==> src/dmcd_pkg.sv <==
// Shared constants and types for the debounced multi-click detector.
`default_nettype none

package dmcd_pkg;

  localparam int unsigned TimeW    = 32;
  localparam int unsigned CfgW     = 16;
  localparam int unsigned CountW   = 4;
  localparam int unsigned GestureW = 3;
  localparam int unsigned CfgIdxW  = 1;

  // Configuration register indexes
  localparam logic [CfgIdxW-1:0] REG_DEBOUNCE    = 1'd0;
  localparam logic [CfgIdxW-1:0] REG_MULTI_CLICK = 1'd1;

  localparam logic [CfgW-1:0] DEBOUNCE_RESET    = 16'd25;
  localparam logic [CfgW-1:0] MULTI_CLICK_RESET = 16'd500;

  // Gesture codes
  localparam logic [GestureW-1:0] GEST_NONE   = 3'd0;
  localparam logic [GestureW-1:0] GEST_SINGLE = 3'd1;
  localparam logic [GestureW-1:0] GEST_DOUBLE = 3'd2;
  localparam logic [GestureW-1:0] GEST_TRIPLE = 3'd3;
  localparam logic [GestureW-1:0] GEST_FOUR   = 3'd4;

  localparam logic [CountW-1:0] CLICK_MAX = 4'd15;

  localparam logic LEVEL_RELEASED = 1'b1;

  typedef logic [TimeW-1:0]    ms_t;
  typedef logic [CfgW-1:0]     cfg_word_t;
  typedef logic [CountW-1:0]   count_t;
  typedef logic [GestureW-1:0] gesture_t;

  // Map a click count to the reported gesture
  function automatic gesture_t count_to_gesture(input count_t cnt);
    gesture_t g;
    case (cnt)
      4'd0:    g = GEST_NONE;
      4'd1:    g = GEST_SINGLE;
      4'd2:    g = GEST_DOUBLE;
      4'd3:    g = GEST_TRIPLE;
      default: g = GEST_FOUR;
    endcase
    return g;
  endfunction

endpackage

`default_nettype wire

==> src/dmcd_if.sv <==
// Valid/ready channel interfaces for button samples and detector results.
`default_nettype none

interface dmcd_sample_if;
  logic                  valid;
  logic                  ready;
  logic                  raw_level;
  logic [31:0]           now_ms;
  logic                  screen_on;

  modport source (output valid, output raw_level, output now_ms, output screen_on,
                  input ready);
  modport sink   (input valid, input raw_level, input now_ms, input screen_on,
                  output ready);
endinterface

interface dmcd_result_if;
  logic       valid;
  logic       ready;
  logic [2:0] gesture;
  logic       wake_screen;

  modport source (output valid, output gesture, output wake_screen, input ready);
  modport sink   (input valid, input gesture, input wake_screen, output ready);
endinterface

`default_nettype wire

==> src/debounced_multi_click_detector_unit.sv <==
// Top level of the debounced multi-click detector.
//
// Usage: each transaction on the sample channel carries one sample of an
// active-low button pin, a free-running millisecond timestamp and a
// screen-on flag. Every sample produces exactly one transaction on the
// result channel with a gesture code (none, single, double, triple, four or
// more) and a wake_screen flag.
// Path: an accepted sample waits in the input register, and its result is
// offered from the result register. Throughput: one sample per cycle while
// the result channel is not stalled; the whole update is a pair of 32-bit
// subtract-and-compare paths between the input register and result register.
// Stall: while the result channel is stalled the input register still takes
// one more sample; the sample channel drops ready only when both registers
// hold data.
// Reset: rst (synchronous, active high) empties both registers, restores
// debounce_ms to 25 and multi_click_ms to 500, and returns the button state
// to released with no pending clicks.
// Configuration: cfg_write with cfg_index/cfg_data, only while idle.
`default_nettype none

module debounced_multi_click_detector_unit (
  input  wire logic                   clk,
  input  wire logic                   rst,
  input  wire logic                   cfg_write,
  input  wire logic [dmcd_pkg::CfgIdxW-1:0] cfg_index,
  input  wire logic [dmcd_pkg::CfgW-1:0]    cfg_data,
  dmcd_sample_if.sink                 sample,
  dmcd_result_if.source               result
);
  import dmcd_pkg::*;

  // Configuration registers
  cfg_word_t debounce_ms;
  cfg_word_t multi_click_ms;

  // Input register
  logic s1_valid;
  logic s1_raw;
  ms_t  s1_now;
  logic s1_screen;

  // Button state
  logic   prev_raw;
  logic   stable_level;
  ms_t    change_time;
  ms_t    release_time;
  count_t click_count;

  // Result register
  logic     out_valid;
  gesture_t out_gesture;
  logic     out_wake;

  // Next-state values computed from the input register
  ms_t      change_time_next;
  ms_t      release_time_next;
  count_t   click_count_next;
  logic     stable_level_next;
  gesture_t gesture_next;
  logic     wake_next;
  ms_t      held_ms;
  ms_t      idle_ms;
  logic     level_taken;
  logic     s1_advance;

  // Advance the input register when the result register is free or draining
  assign s1_advance   = s1_valid && (!out_valid || result.ready);
  assign sample.ready = !s1_valid || s1_advance;

  assign result.valid       = out_valid;
  assign result.gesture     = out_gesture;
  assign result.wake_screen = out_wake;

  always_ff @(posedge clk) begin
    if (rst) begin
      debounce_ms    <= DEBOUNCE_RESET;
      multi_click_ms <= MULTI_CLICK_RESET;
    end else if (cfg_write) begin
      case (cfg_index)
        REG_DEBOUNCE:    debounce_ms    <= cfg_data;
        REG_MULTI_CLICK: multi_click_ms <= cfg_data;
        default: ;
      endcase
    end
  end

  // Capture the sample; payload needs no reset
  always_ff @(posedge clk) begin
    if (rst) begin
      s1_valid <= 1'b0;
    end else if (sample.valid && sample.ready) begin
      s1_valid <= 1'b1;
    end else if (s1_advance) begin
      s1_valid <= 1'b0;
    end
    if (sample.valid && sample.ready) begin
      s1_raw    <= sample.raw_level;
      s1_now    <= sample.now_ms;
      s1_screen <= sample.screen_on;
    end
  end

  // One full update: debounce, release handling, then group close
  always_comb begin
    change_time_next  = (s1_raw != prev_raw) ? s1_now : change_time;
    held_ms           = s1_now - change_time_next;
    level_taken       = (held_ms > {{(TimeW-CfgW){1'b0}}, debounce_ms}) &&
                        (s1_raw != stable_level);
    stable_level_next = level_taken ? s1_raw : stable_level;
    release_time_next = release_time;
    click_count_next  = click_count;
    wake_next         = 1'b0;
    gesture_next      = GEST_NONE;

    if (level_taken && s1_raw == LEVEL_RELEASED) begin
      if (!s1_screen) begin
        // Release with the display off: wake it and drop any pending group
        wake_next        = 1'b1;
        click_count_next = '0;
      end else begin
        if (click_count < CLICK_MAX) begin
          click_count_next = click_count + count_t'(1);
        end
        release_time_next = s1_now;
      end
    end

    idle_ms = s1_now - release_time_next;
    if (click_count_next != '0 && idle_ms > {{(TimeW-CfgW){1'b0}}, multi_click_ms}) begin
      gesture_next     = count_to_gesture(click_count_next);
      click_count_next = '0;
    end
  end

  always_ff @(posedge clk) begin
    if (rst) begin
      prev_raw     <= LEVEL_RELEASED;
      stable_level <= LEVEL_RELEASED;
      change_time  <= '0;
      release_time <= '0;
      click_count  <= '0;
    end else if (s1_advance) begin
      prev_raw     <= s1_raw;
      stable_level <= stable_level_next;
      change_time  <= change_time_next;
      release_time <= release_time_next;
      click_count  <= click_count_next;
    end
  end

  // Result register: load on advance, clear once the transaction is taken
  always_ff @(posedge clk) begin
    if (rst) begin
      out_valid <= 1'b0;
    end else if (s1_advance) begin
      out_valid <= 1'b1;
    end else if (result.ready) begin
      out_valid <= 1'b0;
    end
    if (s1_advance) begin
      out_gesture <= gesture_next;
      out_wake    <= wake_next;
    end
  end

  // A wake clears the group, so no gesture can ride along with it
  a_wake_no_gesture: assert property (@(posedge clk) disable iff (rst)
    out_valid && out_wake |-> out_gesture == GEST_NONE)
    else $error("wake reported together with a gesture");

  // Reported gesture codes stay within the defined set
  a_gesture_range: assert property (@(posedge clk) disable iff (rst)
    out_valid |-> out_gesture <= GEST_FOUR)
    else $error("gesture code out of range");

  // Closing a group leaves no pending clicks
  a_close_clears: assert property (@(posedge clk) disable iff (rst)
    s1_advance && gesture_next != GEST_NONE |=> click_count == '0)
    else $error("click count not cleared after gesture");

  // Button state moves only when an item passes through
  a_state_hold: assert property (@(posedge clk) disable iff (rst)
    !s1_advance |=> $stable(stable_level) && $stable(click_count))
    else $error("button state changed without an item");

  // Both registers are empty right after reset
  a_reset_empty: assert property (@(posedge clk)
    rst |=> !out_valid && !s1_valid)
    else $error("registers not empty after reset");

endmodule

`default_nettype wire
==> src/flat_wrapper.sv <==
// flat-port wrapper written by rule: the top's interface ports become plain ports
module debounced_multi_click_detector_unit_flat import dmcd_pkg::*;
  (clk, rst, cfg_write, cfg_index, cfg_data, sample_valid, sample_raw_level, sample_now_ms, sample_screen_on, sample_ready, result_valid, result_gesture, result_wake_screen, result_ready);
  dmcd_sample_if sample_i ();
  dmcd_result_if result_i ();
  input  wire logic clk;
  input  wire logic rst;
  input  wire logic cfg_write;
  input  wire logic [dmcd_pkg::CfgIdxW-1:0] cfg_index;
  input  wire logic [dmcd_pkg::CfgW-1:0] cfg_data;
  input wire logic [$bits(sample_i.valid)-1:0] sample_valid;
  input wire logic [$bits(sample_i.raw_level)-1:0] sample_raw_level;
  input wire logic [$bits(sample_i.now_ms)-1:0] sample_now_ms;
  input wire logic [$bits(sample_i.screen_on)-1:0] sample_screen_on;
  output wire logic [$bits(sample_i.ready)-1:0] sample_ready;
  output wire logic [$bits(result_i.valid)-1:0] result_valid;
  output wire logic [$bits(result_i.gesture)-1:0] result_gesture;
  output wire logic [$bits(result_i.wake_screen)-1:0] result_wake_screen;
  input wire logic [$bits(result_i.ready)-1:0] result_ready;
  assign sample_i.valid = sample_valid;
  assign sample_i.raw_level = sample_raw_level;
  assign sample_i.now_ms = sample_now_ms;
  assign sample_i.screen_on = sample_screen_on;
  assign sample_ready = sample_i.ready;
  assign result_valid = result_i.valid;
  assign result_gesture = result_i.gesture;
  assign result_wake_screen = result_i.wake_screen;
  assign result_i.ready = result_ready;
  debounced_multi_click_detector_unit u_core (.clk(clk), .rst(rst), .cfg_write(cfg_write), .cfg_index(cfg_index), .cfg_data(cfg_data), .sample(sample_i), .result(result_i));
endmodule
==> config.mk <==
export PLATFORM = sky130hd
export DESIGN_NAME = debounced_multi_click_detector_unit_flat
export DESIGN_NICKNAME = d
export VERILOG_FILES = /design/src/dmcd_pkg.sv /design/src/dmcd_if.sv /design/src/debounced_multi_click_detector_unit.sv /design/src/flat_wrapper.sv
export SDC_FILE = /design/constraint.sdc
export NUM_CORES = 1
export LEC_CHECK = 0
export BUFFER_PORTS_ARGS = -buffer_cell sky130_fd_sc_hd__buf_4
export CORE_MARGIN = 1.5
export CORE_UTILIZATION = 55
export CTS_CLUSTER_SIZE = 12
export DETAILED_ROUTE_END_ITERATION = 10
export PLACE_DENSITY = 0.84
export SETUP_SLACK_MARGIN = 0.3
export SYNTH_ARGS = -nofsm -noshare
export SYNTH_HDL_FRONTEND = slang
export SYNTH_SLANG_ARGS = --single-unit
==> constraint.sdc <==
create_clock -name clk -period 32.7 [get_ports clk]
set_clock_uncertainty 0.1 [all_clocks]
set_input_delay 3.27 -clock clk [delete_from_list [all_inputs] [get_ports clk]]
set_output_delay 3.27 -clock clk [all_outputs]
set_load 0.02 [all_outputs]
# Word-level counts from Yosys, hierarchy flattened
# Cells that the tools add are included.
word_totals:
  register_bits: 142
  output_inout_bits: 6
  word_cells: 55
op_classes:
  bitwise_logic: 1
  order_cmp: 3
  eq_ne: 5
  mux: 13
  addsub: 3
  n_reduce_logical: 16
op_table:
  columns: ["op", "count"]
  rows:
  - ["$mux W32", 3]
  - ["$gt A32 B16 Y1", 2]
  - ["$sub A32 B32 Y32", 2]
  - ["$mux W4", 4]
  - ["$pmux W3 S4", 1]
  - ["$eq A4 B2 Y1 const B", 2]
  - ["$reduce_and A2 Y1", 3]
  - ["$logic_and A1 B1 Y1", 5]
  - ["$mux W1", 5]
  - ["$add A4 B1 Y4 const B", 1]
  - ["$eq A4 B1 Y1 const B", 1]
  - ["$logic_not A4 Y1", 1]
  - ["$lt A4 B4 Y1 const B", 1]
  - ["$reduce_bool A2 Y1", 2]
  - ["$reduce_bool A4 Y1", 1]
  - ["$logic_not A1 Y1", 2]
  - ["$logic_or A1 B1 Y1", 2]
  - ["$ne A1 B1 Y1", 2]
  - ["$not A1 Y1", 1]

# Longest topological paths before layout
logic_depth:
  word_depth: 11
  depth_mapped: 57
  depth_no_buf: 51

# Worst setup path before layout
# No wires, ideal clock.
synth_path:
  path_kind: "register to register"
  startpoint: "register u_core.s1_raw"
  endpoint: "register u_core.out_gesture[1] (netlist: u_core.result.gesture[1]) (data pin)"
  path_buffers: 9
  t_required_ps: 32337
  path_stages_with_launch: 54
  t_arrival_ps: 10348
  setup_ps: 263
  path_slack_ps: 21989
  cell_sequence: "edfxtp_1 buf_2 xor2_1 buf_2 buf_4 buf_1 clkbuf_1 mux2i_1 ha_1 clkbuf_1 nand2_1 o31ai_1 nor3_1 a21oi_1 xor2_1 ha_1 nand4_1 nor2_1 (+18 left out) nor2_1 a21oi_1 o21ai_0 a21oi_1 xnor2_1 ha_1 a21o_1 a21o_1 a211oi_1 a21oi_1 a2111oi_0 nand2_1 nor4b_1 o211ai_1 nor4_1 and4_1 buf_4 nor3_1"
synth_via:
  elab_chain_len: 10
  elab_cells_between_ends: 18
synth_rtl:
  columns: ["item", "line_no", "text"]
  rows:
  - ["from (decl)", "debounced_multi_click_detector_unit.sv:38", "logic s1_raw;"]
  - ["from (signal assigned)", "debounced_multi_click_detector_unit.sv:97", "s1_raw <= sample.raw_level;"]
  - ["$ne A1 B1 Y1", "debounced_multi_click_detector_unit.sv:105", "change_time_next = (s1_raw != prev_raw) ? s1_now : change_time;"]
  - ["$mux W32", "debounced_multi_click_detector_unit.sv:105", null]
  - ["$sub A32 B32 Y32", "debounced_multi_click_detector_unit.sv:106", "held_ms = s1_now - change_time_next;"]
  - ["$gt A32 B16 Y1", "debounced_multi_click_detector_unit.sv:107", "level_taken = (held_ms > {{(TimeW-CfgW){1'b0}}, debounce_ms}) &&"]
  - ["$logic_and A1 B1 Y1", "debounced_multi_click_detector_unit.sv:107", null]
  - ["$logic_and A1 B1 Y1 *", "debounced_multi_click_detector_unit.sv:115", "if (level_taken && s1_raw == LEVEL_RELEASED) begin"]
  - ["$mux W32", "debounced_multi_click_detector_unit.sv:115", null]
  - ["$sub A32 B32 Y32", "debounced_multi_click_detector_unit.sv:128", "idle_ms = s1_now - release_time_next;"]
  - ["$gt A32 B16 Y1", "debounced_multi_click_detector_unit.sv:129", "if (click_count_next != '0 && idle_ms > {{(TimeW-CfgW){1'b0}}, multi_click_ms}) begin"]
  - ["$logic_and A1 B1 Y1", "debounced_multi_click_detector_unit.sv:129", null]
  - ["to (signal assigned)", "debounced_multi_click_detector_unit.sv:161", "out_gesture <= gesture_next;"]
  - ["to (decl)", "debounced_multi_click_detector_unit.sv:51", "gesture_t out_gesture;"]
# Mark *: on every way between the ends. The rest lies on a longest branch, timed or not.
# A chain may end at the register's enable or synchronous reset.

# Final worst setup path
layout_path:
  startpoint: "register u_core.s1_raw"
  endpoint: "register u_core.out_gesture[0] (netlist: u_core.result.gesture[0]) (data pin)"
layout_via:
  elab_chain_len: 10
  elab_cells_between_ends: 18
layout_rtl:
  columns: ["item", "line_no", "text"]
  rows:
  - ["$ne A1 B1 Y1", "debounced_multi_click_detector_unit.sv:105", null]
  - ["$mux W32", "debounced_multi_click_detector_unit.sv:105", null]
  - ["net u_core.change_time_next[0]", "debounced_multi_click_detector_unit.sv:55", "ms_t change_time_next;"]
  - ["$sub A32 B32 Y32", "debounced_multi_click_detector_unit.sv:106", null]
  - ["$gt A32 B16 Y1", "debounced_multi_click_detector_unit.sv:107", null]
  - ["$logic_and A1 B1 Y1", "debounced_multi_click_detector_unit.sv:107", null]
  - ["$logic_and A1 B1 Y1", "debounced_multi_click_detector_unit.sv:115", null]
  - ["$mux W32", "debounced_multi_click_detector_unit.sv:115", null]
  - ["net u_core.release_time_next[0]", "debounced_multi_click_detector_unit.sv:56", "ms_t release_time_next;"]
  - ["$sub A32 B32 Y32", "debounced_multi_click_detector_unit.sv:128", null]
  - ["$gt A32 B16 Y1", "debounced_multi_click_detector_unit.sv:129", null]
  - ["$logic_and A1 B1 Y1", "debounced_multi_click_detector_unit.sv:129", null]
# The timed path passes the listed nets, and every way through them passes these cells.

==> results.sh <==
export IMPL_fin_crit_ps=11530
export IMPL_cp_arrival_ps=11600
export IMPL_syn_nets=1500
export IMPL_slowest_stage="xnor2_2"
export IMPL_vias_per_cell=6.22
export IMPL_io_buffer_count=61
export IMPL_ys_ff_latch=142
export IMPL_nets=1516
export IMPL_period_share_pct=35.3
export IMPL_area_delta_synth_final_pct=10.8
export IMPL_power_share_clock_pct=33.3
export IMPL_htreeDepth=4
export IMPL_grt_pass1_vias=9363
export IMPL_path_delay_family="compound AO/OA/AOI/OAI gates"
export IMPL_yosysTopAreaCell="dfxtp_1"
export IMPL_wl_per_cell_um=17.8
export IMPL_finalSetupViolCount=0
export IMPL_final_core_util_pct=62.8
export IMPL_clock_sinks=142
export IMPL_cts_tree="built"
export IMPL_final_max_slew_violation_count=0
export IMPL_synth_flop_cell="dfxtp_1"
export IMPL_ios=62
export IMPL_worst_setup_path_end_kind="flop"
export IMPL_clock_latency_ps=430
export IMPL_worstPathRequired_ps=32770
export IMPL_peakVddDrop_uv=36.1
export IMPL_maxCapViolations=0
export IMPL_grt_max_degree=77
export IMPL_root_buffer="clkbuf_16"
export IMPL_switching_share_pct=35.3
export IMPL_vias=10300
export IMPL_initial_core_util_pct=56.7
export IMPL_row_count=50
export IMPL_rsz0062_at_grt="false"
export IMPL_post_cts_buffers=0
export IMPL_synth_common_cells="nand2_1, a21oi_1, nor2_1, dfxtp_1, ha_1"
export IMPL_cts_max_path_buffers=2
export IMPL_cp_start_kind="flop"
export IMPL_p_switching_w=0.000204
export IMPL_worst_pin_slew_ps=1080
export IMPL_synth_cell_types=87
export IMPL_ys_top_cells_by_area="dfxtp_1, edfxtp_1, ha_1, nand2_1, a21oi_1"
export IMPL_cp_num_buf_inv=1
export IMPL_grt_pass1_wl_mm=46.9
export IMPL_die_h_um=143
export IMPL_numCtsBuffers=17
export IMPL_place_gp_congestion=0.961
export IMPL_first_pass_iters=6
export IMPL_power_leakage_nw=4.75
export IMPL_wirelength_mm=29.4
export IMPL_syn_inst=1361
export IMPL_status="completed"
export IMPL_critical_path_class="reg2reg"
export IMPL_hold_depth=2
export IMPL_cts_hold_buf=0
export IMPL_drcViolationCount=0
export IMPL_max_slew_margin_pct=26.2
export IMPL_setup_tns_ps=0
export IMPL_slowest_delay_ps=840
export IMPL_p_int_w=0.000374
export IMPL_combPwrFrac_pct=32.2
export IMPL_cp_depth=50
export IMPL_yosys_warnings=0
export IMPL_cp_common_cell="a21oi_1"
export IMPL_track_usage_pct=29.4
export IMPL_synth_top_area_share_pct=19.4
export IMPL_ctsResizeCount=0
export IMPL_p_per_area_nw_per_um2=48.6
export IMPL_diodes=0
export IMPL_reg2reg_depth=50
export IMPL_drt_initial_drc_count=1073
export IMPL_die_width_um=143
export IMPL_ant_nets=0
export IMPL_synth_edf_count=38
export IMPL_fill_cells=1595
export IMPL_async_flop_share_pct=0
export IMPL_antenna_found_initial=0
export IMPL_clk_pin_slew_worst_paths_ps=60
export IMPL_hold_viol_final=0
export IMPL_dp_final_hpwl_mm=22.1
export IMPL_grt_overflow_total=0
export IMPL_avgSynthCellArea_sq_um=7.89
export IMPL_core_area_sq_um=19000
export IMPL_seq_area_frac_synth_pct=30.0
export IMPL_seq_power_share_pct=34.5
export IMPL_worst_hold_path_type="reg2reg"
export IMPL_syn_area_sq_um=10700
export IMPL_drive_above_1_share_pct=8.92
export IMPL_synth_most_common_cell="nand2_1"
export IMPL_worstPathMaxFanout=23
export IMPL_clock_fmax_mhz=86.7
export IMPL_die_area_sq_um=20400
cell usage in the layout, fill, tap and decap left out, types with 6 or more instances in the layout:
cell type,n
o21ai_0,49
nand4_1,14
a31oi_1,15
edfxtp_1,38
a21oi_1,144
o31ai_1,6
nor2_1,125
o211ai_1,20
clkbuf_16,19
nor3_1,15
buf_4,67
xnor2_1,28
and3_1,16
o21a_1,10
nor2b_1,31
dfxtp_1,104
nand2_1,198
inv_1,62
nand2b_1,17
and2_1,9
mux2i_1,53
nand3b_1,6
ha_1,82
nand3_1,30
o21bai_1,10
xor2_1,22
a211oi_1,43
a21o_1,26
sequential cells by signal (all words and copies together) (netlist names):
register,cells
u_core.change_time,32
u_core.result.valid,1
u_core.s1_screen,1
u_core.s1_now,32
u_core.prev_raw,1
u_core.stable_level,1
u_core.result.gesture,3
u_core.s1_raw,1
u_core.s1_valid,1
u_core.result.wake_screen,1
u_core.debounce_ms,16
u_core.click_count,4
u_core.release_time,32
u_core.multi_click_ms,16
kinds of logic after synthesis:
kind of cell | count (synthesis) | share of synthesized area, %
multiplexers | 59 | 5.59
adder cells (fa/ha/maj) | 88 | 10.2
AND/OR/NAND/NOR | 496 | 21.5
buffers and inverters | 134 | 4.94
AO/OA/AOI/OAI | 389 | 23.3
XOR/XNOR | 53 | 4.46
flip-flops | 142 | 30.0
cell type report:
cell class	instances	area, sq um	share of cell area (%)
multi-input combinational	1085	7010	59.0
clock buffer	19	475	4.00
sequential	142	3220	27.1
tap	260	325	2.73
inverter	64	240	2.02
clock inverter	13	115	0.968
timing repair buffer	67	503	4.23
worst register-to-register path, delay by kind of cell (launching register included):
kind | cells | cell delay [ps]
fa+ha+maj | 6 | 1530
mux | 2 | 600
xor+xnor | 3 | 1160
flops | 1 | 550
buf+inv | 1 | 60
compound gates | 20 | 3860
simple gates | 18 | 3410
path summary, 6_finish.rpt:
kind	startpoint	to	slack [ps]
hold / removal	u_core.change_time[14]	u_core.change_time[14]	360
setup / recovery	u_core.s1_raw	u_core.result.gesture[0]	21170
setup reg to reg	u_core.s1_raw	u_core.result.gesture[0]	21170
hold reg to reg	u_core.change_time[14]	u_core.change_time[14]	360
power groups by stage:
stage,combinational [W],sequential (W),clock [W]
floorplan,0.000140,0.000199,0
global placement,0.000177,0.000202,0
detailed placement,0.000181,0.000203,0
CTS,0.000183,0.000199,0.000195
global route,0.000206,0.000200,0.000202
finish,0.000186,0.000200,0.000192
metal layers:
metal  GRT usage (%)  part of all wire, %
met1            38.8                   42
met2            47.9                   46
met3            4.53                  7.9
met4            12.4                  3.2
met5               0                    0
through the flow:
step,setup WS (ps),cells,cell area [sq um],power [W],hold slack (ps)
final,21170,1650,11900,0.000578,356
after CTS,21370,1650,11900,0.000577,357
after global placement,21980,1618,11300,0.000380,343
after global routing,20130,1650,11900,0.000609,377
after detailed placement,21500,1618,11300,0.000384,346
after floorplan,21990,1361,10700,0.000339,334
(Power assumes the default switching activity.)
